`config.mk`:
```
export PLATFORM = sky130hd
export DESIGN_NAME = key_event_autorepeat_core
export DESIGN_NICKNAME = d
export VERILOG_FILES = /design/src/rtl/kar_pkg.sv /design/src/rtl/kar_front.sv /design/src/rtl/kar_queue.sv /design/src/rtl/kar_back.sv /design/src/rtl/key_event_autorepeat_core.sv
export SDC_FILE = /design/constraint.sdc
export NUM_CORES = 1
export LEC_CHECK = 0
export BUFFER_PORTS_ARGS = -buffer_cell sky130_fd_sc_hd__buf_4
export CAP_MARGIN = 0
export CORE_MARGIN = 1.5
export CORE_UTILIZATION = 45
export DETAILED_ROUTE_END_ITERATION = 10
export PLACE_DENSITY_LB_ADDON = 0.2
export SLEW_MARGIN = 0
export SYNTH_ARGS = -nofsm -noshare
export SYNTH_HDL_FRONTEND = slang
export SYNTH_SLANG_ARGS = --single-unit
export TNS_END_PERCENT = 100
```
`constraint.sdc`:
```
create_clock -name i_clk -period 5.2 [get_ports i_clk]
set_input_delay 0.52 -clock i_clk [delete_from_list [all_inputs] [get_ports i_clk]]
set_output_delay 0.52 -clock i_clk [all_outputs]
set_load 0.02 [all_outputs]
```
`src/rtl/kar_pkg.sv`:
```
// shared types, constants and helpers for the key event auto-repeat block
package kar_pkg;

    localparam int KeyCount = 4;
    localparam int KeyIdxW = (KeyCount > 1) ? $clog2(KeyCount) : 1;
    localparam int CountW = 8;
    localparam int DelayW = 8;
    localparam int PeriodW = 6;
    localparam int CfgIdxW = 2;
    localparam int CfgDataW = 8;

    localparam logic [DelayW-1:0] DelayReset = 8'd40;
    localparam logic [PeriodW-1:0] PeriodReset = 6'd5;
    localparam logic [CountW-1:0] CountMax = '1;

    localparam logic [CfgIdxW-1:0] CfgRepeatDelay = 2'd0;
    localparam logic [CfgIdxW-1:0] CfgRepeatPeriod = 2'd1;

    // one tick's worth of work handed from front to back
    typedef struct packed {
        logic [KeyCount-1:0] change;
        logic [KeyCount-1:0] levels;
        logic [KeyCount-1:0] repeat_keys;
    } t_plan;

    // index of the lowest set bit, zero when none is set
    function automatic logic [KeyIdxW-1:0] lowest_set(input logic [KeyCount-1:0] mask);
        logic [KeyIdxW-1:0] idx;
        idx = '0;
        for (int k = KeyCount - 1; k >= 0; k--) begin
            if (mask[k]) begin
                idx = KeyIdxW'(k);
            end
        end
        return idx;
    endfunction

endpackage

```
`src/rtl/kar_front.sv`:
```
// front part: takes ticks, tracks levels and hold counters, builds event plans
module kar_front
    import kar_pkg::*;
(
    input  logic                i_clk,
    input  logic                i_rst_n,
    input  logic                i_valid,
    output logic                o_stall,
    input  logic [KeyCount-1:0] i_key_levels,
    input  logic [DelayW-1:0]   i_repeat_delay,
    input  logic [PeriodW-1:0]  i_repeat_period,
    input  logic                i_queue_full,
    output logic                o_push,
    output t_plan               o_plan
);

    logic [KeyCount-1:0] r_prev_levels, n_prev_levels;
    logic [CountW-1:0]   r_hold [KeyCount];
    logic [CountW-1:0]   n_hold [KeyCount];
    logic                accept;
    logic [DelayW:0]     limit;
    logic [CountW-1:0]   inc [KeyCount];
    t_plan               plan;

    assign o_stall = i_queue_full;
    assign accept  = i_valid && !i_queue_full;
    assign limit   = {1'b0, i_repeat_delay} + {{(DelayW - PeriodW + 1){1'b0}}, i_repeat_period};

    always_comb begin
        plan.change = i_key_levels ^ r_prev_levels;
        plan.levels = i_key_levels;
        n_prev_levels = accept ? i_key_levels : r_prev_levels;
        for (int k = 0; k < KeyCount; k++) begin
            inc[k] = (r_hold[k] == CountMax) ? CountMax : r_hold[k] + 1'b1;
            plan.repeat_keys[k] = 1'b0;
            n_hold[k] = r_hold[k];
            if (accept) begin
                if (i_key_levels[k]) begin
                    if (plan.change[k]) begin
                        n_hold[k] = '0;
                    end
                end else if ({1'b0, inc[k]} > limit) begin
                    plan.repeat_keys[k] = 1'b1;
                    n_hold[k] = i_repeat_delay;
                end else begin
                    n_hold[k] = inc[k];
                end
            end
        end
    end

    // ticks without events never enter the queue
    assign o_push = accept && ((|plan.change) || (|plan.repeat_keys));
    assign o_plan = plan;

    always_ff @(posedge i_clk) begin
        if (!i_rst_n) begin
            r_prev_levels <= '0;
            for (int k = 0; k < KeyCount; k++) begin
                r_hold[k] <= '0;
            end
        end else begin
            r_prev_levels <= n_prev_levels;
            for (int k = 0; k < KeyCount; k++) begin
                r_hold[k] <= n_hold[k];
            end
        end
    end

endmodule

```
`src/rtl/kar_queue.sv`:
```
// two-entry plan queue between front and back
module kar_queue
    import kar_pkg::*;
(
    input  logic  i_clk,
    input  logic  i_rst_n,
    input  logic  i_push,
    input  t_plan i_push_plan,
    output logic  o_full,
    input  logic  i_pop,
    output t_plan o_pop_plan,
    output logic  o_empty
);

    t_plan       r_mem [2];
    logic        r_wr_ptr, n_wr_ptr;
    logic        r_rd_ptr, n_rd_ptr;
    logic [1:0]  r_count, n_count;

    assign o_full     = (r_count == 2'd2);
    assign o_empty    = (r_count == 2'd0);
    assign o_pop_plan = r_mem[r_rd_ptr];

    always_comb begin
        n_wr_ptr = i_push ? ~r_wr_ptr : r_wr_ptr;
        n_rd_ptr = i_pop ? ~r_rd_ptr : r_rd_ptr;
        n_count  = r_count;
        if (i_push && !i_pop) begin
            n_count = r_count + 2'd1;
        end else if (i_pop && !i_push) begin
            n_count = r_count - 2'd1;
        end
    end

    always_ff @(posedge i_clk) begin
        if (i_push) begin
            r_mem[r_wr_ptr] <= i_push_plan;
        end
    end

    always_ff @(posedge i_clk) begin
        if (!i_rst_n) begin
            r_wr_ptr <= 1'b0;
            r_rd_ptr <= 1'b0;
            r_count  <= 2'd0;
        end else begin
            r_wr_ptr <= n_wr_ptr;
            r_rd_ptr <= n_rd_ptr;
            r_count  <= n_count;
        end
    end

endmodule

```
`src/rtl/kar_back.sv`:
```
// back part: walks one plan and sends its events one per transfer
module kar_back
    import kar_pkg::*;
(
    input  logic               i_clk,
    input  logic               i_rst_n,
    input  logic               i_queue_empty,
    input  t_plan              i_plan,
    output logic               o_pop,
    output logic               o_valid,
    input  logic               i_stall,
    output logic [KeyIdxW-1:0] o_key_index,
    output logic               o_is_release,
    output logic               o_last_of_tick
);

    logic                r_busy, n_busy;
    logic [KeyCount-1:0] r_edge, n_edge;
    logic [KeyCount-1:0] r_rpt, n_rpt;
    logic [KeyCount-1:0] r_lev, n_lev;
    logic                r_phase, n_phase;
    logic                r_out_valid, n_out_valid;
    logic [KeyIdxW-1:0]  r_key;
    logic                r_rel, r_last;

    logic                edge_any;
    logic [KeyIdxW-1:0]  idx;
    logic [KeyCount-1:0] bit_sel;
    logic                ev_rel, ev_last;
    logic                out_load, fire, done;

    always_comb begin
        edge_any = |r_edge;
        idx      = lowest_set(edge_any ? r_edge : r_rpt);
        bit_sel  = '0;
        bit_sel[idx] = 1'b1;
        ev_rel   = edge_any ? r_lev[idx] : r_phase;
        if (edge_any) begin
            ev_last = ((r_edge & ~bit_sel) == '0) && (r_rpt == '0);
        end else begin
            ev_last = r_phase && ((r_rpt & ~bit_sel) == '0);
        end

        out_load = !r_out_valid || !i_stall;
        fire     = r_busy && out_load;
        done     = fire && ev_last;
        o_pop    = !i_queue_empty && (!r_busy || done);

        n_edge  = r_edge;
        n_rpt   = r_rpt;
        n_lev   = r_lev;
        n_phase = r_phase;
        if (o_pop) begin
            n_edge  = i_plan.change;
            n_rpt   = i_plan.repeat_keys;
            n_lev   = i_plan.levels;
            n_phase = 1'b0;
        end else if (fire) begin
            if (edge_any) begin
                n_edge = r_edge & ~bit_sel;
            end else begin
                // repeat pair: press first, then release
                n_phase = ~r_phase;
                if (r_phase) begin
                    n_rpt = r_rpt & ~bit_sel;
                end
            end
        end

        n_busy      = o_pop ? 1'b1 : (done ? 1'b0 : r_busy);
        n_out_valid = fire ? 1'b1 : (!i_stall ? 1'b0 : r_out_valid);
    end

    always_ff @(posedge i_clk) begin
        r_edge  <= n_edge;
        r_rpt   <= n_rpt;
        r_lev   <= n_lev;
        r_phase <= n_phase;
        if (fire) begin
            r_key  <= idx;
            r_rel  <= ev_rel;
            r_last <= ev_last;
        end
    end

    always_ff @(posedge i_clk) begin
        if (!i_rst_n) begin
            r_busy      <= 1'b0;
            r_out_valid <= 1'b0;
        end else begin
            r_busy      <= n_busy;
            r_out_valid <= n_out_valid;
        end
    end

    assign o_valid        = r_out_valid;
    assign o_key_index    = r_key;
    assign o_is_release   = r_rel;
    assign o_last_of_tick = r_last;

endmodule

```
`src/rtl/key_event_autorepeat_core.sv`:
```
// top level of the key event generator with auto-repeat
//
// channel   direction  handshake                  payload
// -------   ---------  -------------------------  ---------------------------------
// in        input      i_in_valid / o_in_stall    i_key_levels
// out       output     o_out_valid / i_out_stall  o_key_index, o_is_release,
//                                                 o_last_of_tick
// cfg       input      i_cfg_we                   i_cfg_index, i_cfg_data
//
// a tick is classified in the cycle of its transfer; its first event passes the
// plan queue, the back part's plan registers and its output register, and the rest
// follow one per cycle while the output is not stalled; a tick yields up to 12 events
// the back part pops the next plan in the cycle of the last event, so plans
// run back to back; ticks with no event only pass through the front
// the two-entry plan queue lets the front take ticks while the back drains
// reset is synchronous and active low; it restores the register defaults and
// clears the previous levels and all hold counters
// o_in_stall rises only when the plan queue is full
module key_event_autorepeat_core
    import kar_pkg::*;
(
    input  logic                i_clk,
    input  logic                i_rst_n,
    // input tick channel
    input  logic                i_in_valid,
    output logic                o_in_stall,
    input  logic [KeyCount-1:0] i_key_levels,
    // event channel
    output logic                o_out_valid,
    input  logic                i_out_stall,
    output logic [KeyIdxW-1:0]  o_key_index,
    output logic                o_is_release,
    output logic                o_last_of_tick,
    // configuration write port
    input  logic                i_cfg_we,
    input  logic [CfgIdxW-1:0]  i_cfg_index,
    input  logic [CfgDataW-1:0] i_cfg_data
);

    // configuration registers
    logic [DelayW-1:0]  r_repeat_delay, n_repeat_delay;
    logic [PeriodW-1:0] r_repeat_period, n_repeat_period;

    // front to queue and queue to back
    logic  push, pop, queue_full, queue_empty;
    t_plan push_plan, pop_plan;

    // writes to unknown indexes are dropped
    always_comb begin
        n_repeat_delay  = r_repeat_delay;
        n_repeat_period = r_repeat_period;
        if (i_cfg_we) begin
            unique case (i_cfg_index)
                CfgRepeatDelay:  n_repeat_delay = i_cfg_data[DelayW-1:0];
                CfgRepeatPeriod: n_repeat_period = i_cfg_data[PeriodW-1:0];
                default: begin
                end
            endcase
        end
    end

    always_ff @(posedge i_clk) begin
        if (!i_rst_n) begin
            r_repeat_delay  <= DelayReset;
            r_repeat_period <= PeriodReset;
        end else begin
            r_repeat_delay  <= n_repeat_delay;
            r_repeat_period <= n_repeat_period;
        end
    end

    // edge detect and hold counters; one plan per tick with events
    kar_front u_front (
        .i_clk           (i_clk),
        .i_rst_n         (i_rst_n),
        .i_valid         (i_in_valid),
        .o_stall         (o_in_stall),
        .i_key_levels    (i_key_levels),
        .i_repeat_delay  (r_repeat_delay),
        .i_repeat_period (r_repeat_period),
        .i_queue_full    (queue_full),
        .o_push          (push),
        .o_plan          (push_plan)
    );

    kar_queue u_queue (
        .i_clk       (i_clk),
        .i_rst_n     (i_rst_n),
        .i_push      (push),
        .i_push_plan (push_plan),
        .o_full      (queue_full),
        .i_pop       (pop),
        .o_pop_plan  (pop_plan),
        .o_empty     (queue_empty)
    );

    // serializes edge events first, then repeat press/release pairs
    kar_back u_back (
        .i_clk          (i_clk),
        .i_rst_n        (i_rst_n),
        .i_queue_empty  (queue_empty),
        .i_plan         (pop_plan),
        .o_pop          (pop),
        .o_valid        (o_out_valid),
        .i_stall        (i_out_stall),
        .o_key_index    (o_key_index),
        .o_is_release   (o_is_release),
        .o_last_of_tick (o_last_of_tick)
    );

endmodule
```
==> results of run 1 <==
-- worst max path at each step --
stage                                    end  slack (ns)  cells past startpoint
after floorplan           u_queue.r_count[1]        1.08                     17
after global placement    u_queue.r_count[1]        0.74                     17
after detailed placement  u_queue.r_count[1]        0.63                     17
after CTS                 u_queue.r_count[1]        0.61                     17
after global routing      u_queue.r_count[1]        0.22                     21
final                     u_queue.r_count[1]        0.58                     17
-- flip-flops by register name, summed over array words and instances, names as in the netlist, named ones only --
signal and flops:
r_repeat_period 6, u_back.r_lev 4, u_front.r_hold 32, r_repeat_delay 8, u_back.r_edge 4, u_queue.r_wr_ptr 1, u_back.o_last_of_tick 1, u_back.r_phase 1
u_queue.r_mem 24, u_back.o_is_release 1, u_back.r_rpt 4, u_queue.r_count 2, u_back.r_busy 1, u_back.o_valid 1, u_queue.r_rd_ptr 1, u_back.o_key_index 2
u_front.r_prev_levels 4
-- logic make-up after synthesis --
family	count (synthesis)	share of synthesized area, %
fa+ha+maj	42	9.11
compound gates	135	15.3
xor+xnor	25	4.07
flops	98	40.4
simple gates	208	17.6
mux	59	10.3
buf+inv	47	3.23
-- cell usage after synthesis (9+ instances only) --
cell type,n
a21oi_1,30
a31oi_1,9
and3_1,10
clkbuf_1,14
dfxtp_1,58
edfxtp_1,40
ha_1,41
inv_1,25
mux2_2,11
mux2i_1,48
nand2_1,75
nand2b_1,9
nand3_1,18
nor2_1,47
o21ai_0,19
o21ai_1,26
xnor2_1,11
xor2_1,13
-- through the flow --
step,util (%),std cells,hold WS (ns)
floorplan,-,614,0.440
global placement,48.8,793,0.446
detailed placement,48.8,793,0.458
CTS,51.1,809,0.374
global route,51.1,809,0.384
finish,51.1,809,0.384
-- per-layer routing --
metal	part of all wire, %	track usage [%]
met2	48	34.0
met3	4.0	3.71
met4	3.2	10.5
met5	0	0
met1	45	25.0
-- layout by cell type, fill, tap and decap left out, drive strengths merged, types with 11 or more instances in the layout --
master	n
xor2	14
edfxtp	40
a21oi	31
xnor2	11
inv	30
nand3	18
buf	29
mux2	11
o21ai	46
nor2	48
dfxtp	58
ha	41
nand2	75
mux2i	48
-- area by class of cell --
cell class	count	area, µm²
fill	1175	6200
multi-input combinational	469	3300
sequential	98	2360
clock buffer	9	225
timing repair buffer	29	218
tap	172	215
inverter	25	93.8
clock inverter	7	57.6
-- worst max-delay path, cell delays in order (launching register included) --
cell and delay, ns:
dfxtp_1 0.45, ha_1 0.21, inv_1 0.05, fa_1 0.39, and2b_1 0.27, o22ai_2 0.13, xor2_4 0.32, ha_1 0.31
and4_1 0.21, a221oi_1 0.28, o21ai_0 0.10, o21ai_0 0.21, nor4_1 0.16, nand3b_2 0.26, or3_1 0.35, ha_1 0.33
or3_1 0.37, a21oi_1 0.15
-- power groups by stage --
stage	Combinational, mW	Clock, mW	Sequential, mW
final	0.611	0.641	1.10
after global routing	0.694	0.687	1.12
after CTS	0.616	0.659	1.10
after detailed placement	0.611	0	1.12
after global placement	0.604	0	1.12
after floorplan	0.487	0	1.07
==> impl_metrics.ini, run 1 <==
[routing]
via_per_inst = 5.58
drt-initial-drc-count = 239
drc = 0
wl_per_cell_um = 16.0
via_count = 4512
drtPass1Iterations = 5
antenna_left = 0
routed_wl_mm = 12.9

[pwr]
p_leak_nw = 2.63
p_sw_mw = 0.788
power_density_nw_per_um2 = 364
cell_internal_pwr_mw = 1.57
power.share.clock_pct = 27.2
worst_ir_drop_vdd_v = 0.000170
pwr-share-seq_pct = 46.8
switching_share_pct = 33.5
power_mw = 2.35
combPwrFrac_pct = 26.0

[global_route]
grt_usage_pct = 20.3
grt_antenna_before_repair = 0
grt-ovfl-total = 0
grt_pass1_wl_mm = 21.1
grt_pass1_vias = 4376
grt_max_degree = 20

[sta]
finalHoldViolations = 0
slew_headroom_pct = 57.4
fin_crit_ns = 4.62
maxSlewViolCount = 0
tightest_slew_ns = 0.633
rsz0062_at_grt = false
setup_viol = 0
fin_setup_tns_ns = 0
fin_ws_ns = 0.584
fmax_ghz = 0.217
skew_ns = 0.00897
fin_crit_sh_pct = 88.8

[setup_path]
crit_required_ns = 5.49
reg2regPathDepth = 17
timing.rr.end = u_queue.r_count[1]
crit_path_max_fanout = 10
timing.rr.start = r_repeat_delay[0]
crit_type = flip-flop to flip-flop
cp-end-kind = flip-flop
regToRegSetupSlack_ns = 0.58
setup.worst_path.start_class = flip-flop
crit_arrival_ns = 4.91
crit_path_start = r_repeat_delay[0]

[die]
dieArea_um2 = 13700
io-pin-count = 25
coreArea_um2 = 12700
rows = 41
die_w_um = 117
die_h_um = 117
start_util_pct = 46.2

[min_path]
holdPathEnd = r_repeat_period[0]
holdPathStages = 2
hp-start = i_rst_n
hp-class = input port to flip-flop

[final_layout]
final_design_area_no_fill_um2 = 6470
syn2layout_area_growth_pct = 10.6
nets = 693
layout-drive-gt1-share_pct = 11.8
antenna_cells = 0

[clocking]
cts_root_buffer = clkbuf_16
post_cts_buffers = 0
clk_pin_slew_ns = 0.07
clockBufferDepth = 2
cts_sinks = 98
ctsHtreeMaxLevel = 3
cts_hold_buffers = 0
cts_tree = done
cts_buffers = 9
cts_resized = 0
clock_latency_ns = 0.36

[yosys]
synthDistinctLibCells = 72
yosys-top-cells-area = edfxtp_1 (21%), dfxtp_1 (20%), ha_1 (8.8%), mux2i_1 (8.2%), nand2_1 (4.8%)
synth_top_cell_by_area = edfxtp_1
yosys.area.top_type_share_pct = 20.5
syn_area_per_cell_um2 = 9.52
synthCells = 614
syn-num-nets = 675
netlist_area_um2 = 5850
ys_seq_area_share_pct = 40.4
synth-main-ff-cell = dfxtp_1
yosys_warnings = 0
synth-seq-cells = 98
synth_edf_count = 40
synthArstFlopShare_pct = 0

[placement]
post-place-ws_ns = 0.627
place.gp.congestion = 0.889
hpwl_mm = 9.89
portBuffers = 24
place_area_um2 = 6190

[status]
status = finished clean

[job]
maxCapViolations = 0
Note: power is estimated with default switching activity, not from simulation.
==> inputs of run 2 (changes only) <==
--- a/config.mk
+++ b/config.mk
@@ -7,7 +7,7 @@
 export LEC_CHECK = 0
 export BUFFER_PORTS_ARGS = -buffer_cell sky130_fd_sc_hd__buf_4
 export CAP_MARGIN = 0
-export CORE_MARGIN = 1.5
+export CORE_MARGIN = 3
 export CORE_UTILIZATION = 45
 export DETAILED_ROUTE_END_ITERATION = 10
 export PLACE_DENSITY_LB_ADDON = 0.2
==> impl_metrics.ini, run 2 (same netlist as run 1, synthesis figures left out) <==
[pwr]
switching_share_pct = 32.2
combPwrFrac_pct = 25.0
worst_ir_drop_vdd_v = 0.000190
power_density_nw_per_um2 = 377
power_mw = 2.45
p_sw_mw = 0.789
pwr-share-seq_pct = 45.2
cell_internal_pwr_mw = 1.66
power.share.clock_pct = 29.8
p_leak_nw = 2.64

[final_layout]
layout-drive-gt1-share_pct = 11.3
final_design_area_no_fill_um2 = 6490
mostFrequentLayoutCell = nand2_1
final_util_pct = 51.3
reg_top3 = u_front.r_hold: 32 flops, u_queue.r_mem: 24 flops, r_repeat_delay: 8 flops
final_cell_mix = nand2_1 (75), dfxtp_1 (58), mux2i_1 (48), nor2_1 (47), ha_1 (41)
syn2layout_area_growth_pct = 11.1
antenna_cells = 0
nets = 691
largest_register_ffs = 32
top_register = u_front.r_hold

[setup_path]
reg2regPathDepth = 17
regToRegSetupSlack_ns = 0.49
crit_path_max_fanout = 10
timing.rr.end = u_queue.r_count[1]
crit_arrival_ns = 5.01
setup.worst_path.start_class = flip-flop
crit_path_start = r_repeat_delay[0]
crit_end = u_queue.r_count[1]
timing.rr.start = r_repeat_delay[0]
crit_type = flip-flop to flip-flop
crit_required_ns = 5.50
cp-end-kind = flip-flop

[sta]
fin_ws_ns = 0.488
maxSlewViolCount = 0
fin_setup_tns_ns = 0
fin_crit_sh_pct = 90.6
fin_crit_ns = 4.71
skew_ns = 0.0119
fmax_ghz = 0.212
tightest_slew_ns = 0.691
rsz0062_at_grt = false
setup_viol = 0
slew_headroom_pct = 53.8
finalHoldViolations = 0

[clocking]
post_cts_buffers = 0
cts_buffers = 9
clk_pin_slew_ns = 0.07
cts_tree = done
cts_root_buffer = clkbuf_16
cts_hold_buffers = 0
ctsHtreeMaxLevel = 3
clock_latency_ns = 0.36
cts_resized = 0
clockBufferDepth = 2
cts_sinks = 98

[placement]
place.gp.congestion = 0.895
post-place-ws_ns = 0.572
hpwl_mm = 10.2
portBuffers = 24
place_area_um2 = 6170

[global_route]
grt_usage_pct = 19.7
grt-ovfl-total = 0
grt_max_degree = 20
grt_pass1_vias = 4479
grt_antenna_before_repair = 0
grt_pass1_wl_mm = 22.4

[min_path]
hp-class = input port to flip-flop
holdPathStages = 3
hp-start = i_cfg_data[0]

[routing]
wl_per_cell_um = 16.6
drc = 0
routed_wl_mm = 13.4
drt-initial-drc-count = 226
antenna_left = 0
via_count = 4486
via_per_inst = 5.56
drtPass1Iterations = 4

[die]
rows = 41
coreArea_um2 = 12700
start_util_pct = 46.2
dieArea_um2 = 14400
io-pin-count = 25
die_w_um = 120
die_h_um = 120

[job]
maxCapViolations = 0

[status]
status = finished clean
[run 2: worst max-delay path, stage by stage (launching register included)]
cell and delay, ns:
dfxtp_1 0.46, ha_1 0.22, inv_1 0.05, fa_1 0.40, and2b_1 0.27, o22ai_2 0.13, xor2_4 0.35, ha_1 0.31
and4_1 0.22, a221oi_1 0.27, o21ai_0 0.10, o21ai_0 0.24, nor4_1 0.18, nand3b_2 0.26, or3_1 0.36, ha_1 0.33
or3_1 0.36, a21oi_1 0.14
[run 2: area by class of cell]
cell class	count	area [µm²]
inverters	25	93.8
well taps	172	215
fillers	1163	6180
multi-input cells	469	3300
clock buffers	10	229
repair buffers	27	203
flip-flops and latches	98	2360
clock inverters	6	95.1
[run 2: worst min-delay path by stage]
stage,to,slack [ns]
2_1_floorplan,u_front.r_prev_levels[0],0.44
3_3_place_gp,u_front.r_prev_levels[0],0.45
3_5_place_dp,u_front.r_prev_levels[0],0.45
4_1_cts,r_repeat_period[0],0.37
5_1_grt,r_repeat_period[0],0.38
6_report,r_repeat_period[0],0.38
[run 2: through the flow]
step / std cells / hold WS (ns)
floorplan: 614 / 0.440
global placement: 791 / 0.448
detailed placement: 791 / 0.455
CTS: 807 / 0.373
global route: 807 / 0.381
finish: 807 / 0.383
[run 2: metal layers]
metal / wire length, µm / GRT usage, %
met2: 6710 / 34.1
met1: 5940 / 24.4
met4: 274 / 7.59
met5: 0 / 0
met3: 462 / 3.63
[run 2: power by group through the flow]
stage               Combinational, mW  Clock (mW)  Sequential (mW)
floorplan                       0.487           0             1.07
global placement                0.602           0             1.12
finish                          0.614       0.730             1.11
detailed placement              0.614           0             1.12
global route                    0.698       0.781             1.12
CTS                             0.619       0.745             1.11
